File: src/rtl/core/mtflc_pkg.sv
package mtflc_pkg;

  localparam int unsigned LABEL_W  = 7;
  localparam int unsigned POS_W    = 7;
  localparam int unsigned ITEM_W   = 7;
  localparam int unsigned STATUS_W = 2;
  localparam int unsigned COUNT_W  = 7;

  // List length; the 7-bit item, label and position fields are sized for it.
  localparam int unsigned MAX_ITEMS = 64;

  localparam logic [COUNT_W-1:0] CUP_COUNT_RST = 7'd64;

  typedef enum logic [STATUS_W-1:0] {
    ST_OK       = 2'd0,
    ST_CONFLICT = 2'd1,
    ST_FAILED   = 2'd2,
    ST_RANGE    = 2'd3
  } mtflc_status_e;

  // Broadcast from the controller to every cell of the list.
  typedef struct packed {
    logic [POS_W-1:0]   pos;
    logic [LABEL_W-1:0] label;
    logic               apply;
  } mtflc_bcast_t;

endpackage

File: src/rtl/core/mtflc_cell.sv
module mtflc_cell
  import mtflc_pkg::*;
#(
  parameter int unsigned IDX = 0,
  parameter int unsigned IW  = 7
) (
  input  logic               clk_i,
  input  logic               rst_ni,
  input  mtflc_bcast_t       bcast_i,
  input  logic [IW-1:0]      prev_item_i,
  input  logic [LABEL_W-1:0] prev_label_i,
  output logic [IW-1:0]      item_o,
  output logic [LABEL_W-1:0] label_o,
  output logic               hit_o,
  output logic               claim_o
);

  logic [IW-1:0]      item_q, item_d;
  logic [LABEL_W-1:0] label_q, label_d;
  logic               load;

  // Cells up to and including the addressed one take their neighbour's entry.
  assign hit_o   = (32'(bcast_i.pos) == IDX + 1);
  assign load    = bcast_i.apply && (32'(bcast_i.pos) >= IDX + 1);
  // Label already held here by an item other than the addressed one.
  assign claim_o = (label_q == bcast_i.label) && !hit_o;

  always_comb begin
    item_d  = item_q;
    label_d = label_q;
    if (load) begin
      item_d  = prev_item_i;
      label_d = prev_label_i;
    end
  end

  always_ff @(posedge clk_i or negedge rst_ni) begin
    if (!rst_ni) begin
      item_q  <= IW'(IDX + 1);
      label_q <= '0;
    end else begin
      item_q  <= item_d;
      label_q <= label_d;
    end
  end

  assign item_o  = item_q;
  assign label_o = label_q;

endmodule

File: config.mk
export PLATFORM = sky130hd
export DESIGN_NAME = mtflc_cell
export DESIGN_NICKNAME = d
export VERILOG_FILES = /design/src/rtl/core/mtflc_pkg.sv /design/src/rtl/core/mtflc_cell.sv
export SDC_FILE = /design/constraint.sdc
export NUM_CORES = 1
export LEC_CHECK = 0
export ABC_AREA = 1
export BUFFER_PORTS_ARGS = -buffer_cell sky130_fd_sc_hd__buf_2
export CORE_ASPECT_RATIO = 1.2
export CORE_MARGIN = 8
export CORE_UTILIZATION = 44
export CTS_CLUSTER_SIZE = 24
export DETAILED_ROUTE_END_ITERATION = 8
export GPL_TIMING_DRIVEN = 0
export MAX_ROUTING_LAYER = met4
export PLACE_DENSITY_LB_ADDON = 0.05
export SKIP_LAST_GASP = 1
export SLEW_MARGIN = 20
export SYNTH_ARGS = -nofsm -noshare
export SYNTH_HDL_FRONTEND = slang
export SYNTH_SLANG_ARGS = --single-unit
File: constraint.sdc
create_clock -name clk_i -period 1.7 [get_ports clk_i]
set_input_delay 0.34 -clock clk_i [delete_from_list [all_inputs] [get_ports clk_i]]
set_output_delay 0.34 -clock clk_i [all_outputs]
set_load 0.05 [all_outputs]
==> reports/qor.yml <==
cells_and_area:
  register_area_sq_um: 351.6
  nNetsFinal: 187
  syn2layout_area_growth_pct: 41.61
  fin_util: 0.6512
  fill_cells: 159
  multi_input_area_sq_um: 335.3
  layout-drive-gt1-share: 0.3742
  antenna_cells: 0
sta:
  hold_viol: 0
  finalSetupTns_ps: 0
  setup_viol: 0
  period_share: 0.9765
  finalClockSkew_ps: 0
  holdWs_ps: 286.3
  worst_pin_slew_ps: 306.6
  rsz0062_at_grt: "yes"
  timing.fmax_ghz: 0.6024
  min_period_ps: 1660
  worst_slack_ps: 39.89
  slew_headroom: 0.7956
  drv_slew: 0
clock_tree:
  cts_buffers: 3
  cts_htree_levels: 1
  clock-sinks: 14
  clkLatencyLatePin_ps: 260
  cts_tree: "built"
  clockBufferDepth: 2
  cts.clk_slew.worst_paths_ps: 90
  root_buffer: "clkbuf_4"
floorplan:
  die_w_microns: 53.58
  coreArea_sq_mm: 0.001622
  initial_core_util: 0.4599
  die_h_microns: 61.10
  ios: 47
  row_count: 16
  die-area_sq_mm: 0.003273
grt:
  grt_pass1_wl_microns: 2980
  grt_max_degree: 15
  grt-ovfl-total: 0
  antenna_found_initial: 0
  gr-usage-all-layers: 0.1217
  grt_pass1_vias: 745
logic_synthesis:
  syn-mean-instance-area_sq_um: 7.240
  syn_inst: 103
  yosysSeqAreaShare: 0.4715
  synth_warnings: 0
  synth.cell_area_sq_um: 745.7
  mappedNetlistNets: 134
  synth_cell_type_count: 13
  synth_seq_cells: 14
place:
  hpwl_microns: 1539
  dp_slack_ps: 213.3
  numPortBuffers: 46
  globalplace.congestion: 0.7625
pwr:
  irDropWorstVdd_uv: 621.1
  cellLeakagePower_nw: 0.6568
  finalPower_w: 0.0008533
  power_density_mw_per_mm2: 808.0
critical_path:
  slowest_delay_ps: 410
  cp.arrival_ps: 1320
  crit_type: "flip-flop to output pin"
  crit_fanout: 4
  cp-start-kind: "flip-flop"
  cp_cell_sequence: "nand2_1 -> nand2_1 -> nor2_1 -> nand3_1 -> nor2_4 -> buf_6"
  crit_path_frequent_cell: "nand2_1"
  worstSetupEndpointType: "output pin"
  cp.required_ps: 1360
  slowest_stage: "dfrtp_1"
route:
  postRouteAntennaNets: 0
  finalWirelength_microns: 1871
  drc_errors: 0
  drt-initial-drc-count: 3
  dr_wl_met2_microns: 942
  wire_per_inst_microns: 10.82
  drt_first_pass_iters: 4
  vias_per_cell: 4.439
  vias: 768
  highest_layer: "met4"
  wl_met3_microns: 169
  met1_length_microns: 745
run_status:
  status: "finished, final reports clean"
job:
  cap_violations: 0
hold_path:
  hold_path_class: "primary input to flip-flop"
==> registers in the layout (all words and copies together) (netlist names) <==
signal and cells:
label_o 7, item_o 7
==> power breakdown <==
part / internal [W] / leakage [nW] / total (W) / switching, W
clock: 0.0000907 / 0.0150 / 0.000192 / 0.000101
sequential: 0.000365 / 0.169 / 0.000386 / 0.0000215
combinational: 0.0000864 / 0.473 / 0.000275 / 0.000189
==> stage by stage <==
step,cell area (sq um),std cells
after floorplan,753.2,103
after global placement,1006,167
after detailed placement,1006,167
after CTS,1045,172
after global routing,1056,173
final,1056,173
==> per-layer routing <==
metal / up-vias / track usage
met5: - / -
met1: 324 / 0.1368
li1: 415 / -
met2: 27 / 0.2030
met4: 0 / 0.05415
met3: 2 / 0.02415
==> final timing paths <==
path | startpoint | to | slack, ps | depth (start not counted)
setup / recovery | label_o[4] | claim_o | 40 | 6
hold / removal | prev_item_i[0] | item_o[0] | 290 | 3
setup reg to reg | label_o[4] | label_o[4] | 960 | 3
hold reg to reg | item_o[0] | item_o[0] | 460 | 2
max in group asynchronous | rst_ni | item_o[0] | 930 | 2
min in group asynchronous | rst_ni | item_o[4] | 470 | 2
==> placed cells by master, fill, tap and decap left out <==
cell	synthesis	layout
nor2_4	0	1
clkbuf_1	0	1
nand2_4	1	1
nand2_2	1	1
buf_4	0	1
buf_2	2	47
inv_1	12	12
nor3_2	1	1
xnor2_1	1	1
dlygate4sd3_1	0	1
clkbuf_4	0	3
buf_6	1	2
nand3_1	15	15
nand2_1	40	40
nor2_1	13	12
dfrtp_1	13	13
dfstp_2	1	1
xor2_1	2	2
==> worst max-delay path, delay by kind of cell (launching register included) <==
| family | cells | cell delay (ps) |
|---|---|---|
| flip-flops | 1 | 410 |
| buffers and inverters | 1 | 160 |
| AND/OR/NAND/NOR | 5 | 470 |
==> repair_timing <==
item	4_1_cts	5_1_grt
hold buffers	1	0
endpoints found under the setup margin	1	1
resized for setup	1	1
buffers inserted	0	1
hold endpoints to repair	13	0
==> cell families after synthesis <==
group / share of synthesized area
AND/OR/NAND/NOR: 0.4044
buffers and inverters: 0.08892
flip-flops: 0.4715
XOR/XNOR: 0.03524
==> cell type report <==
type / instances / area share
flip-flops and latches: 14 / 0.3329
clock buffers: 4 / 0.02488
inverters: 12 / 0.04265
repair buffers: 48 / 0.2405
plain buffers: 3 / 0.02014
well taps: 18 / 0.02133
multi-input cells: 74 / 0.3175
==> cells in the mapped netlist <==
cell type  number  area [sq um]
xor2_1          2         17.52
nand2_4         1         11.26
nor3_2          1         10.01
buf_6           1         11.26
xnor2_1         1         8.760
dfrtp_1        13         325.3
buf_2           2         10.01
nand3_1        15         75.07
nand2_1        40         150.1
nor2_1         13         48.80
inv_1          12         45.04
nand2_2         1         6.260
dfstp_2         1         26.28
Note: power is estimated with default switching activity, not from simulation.
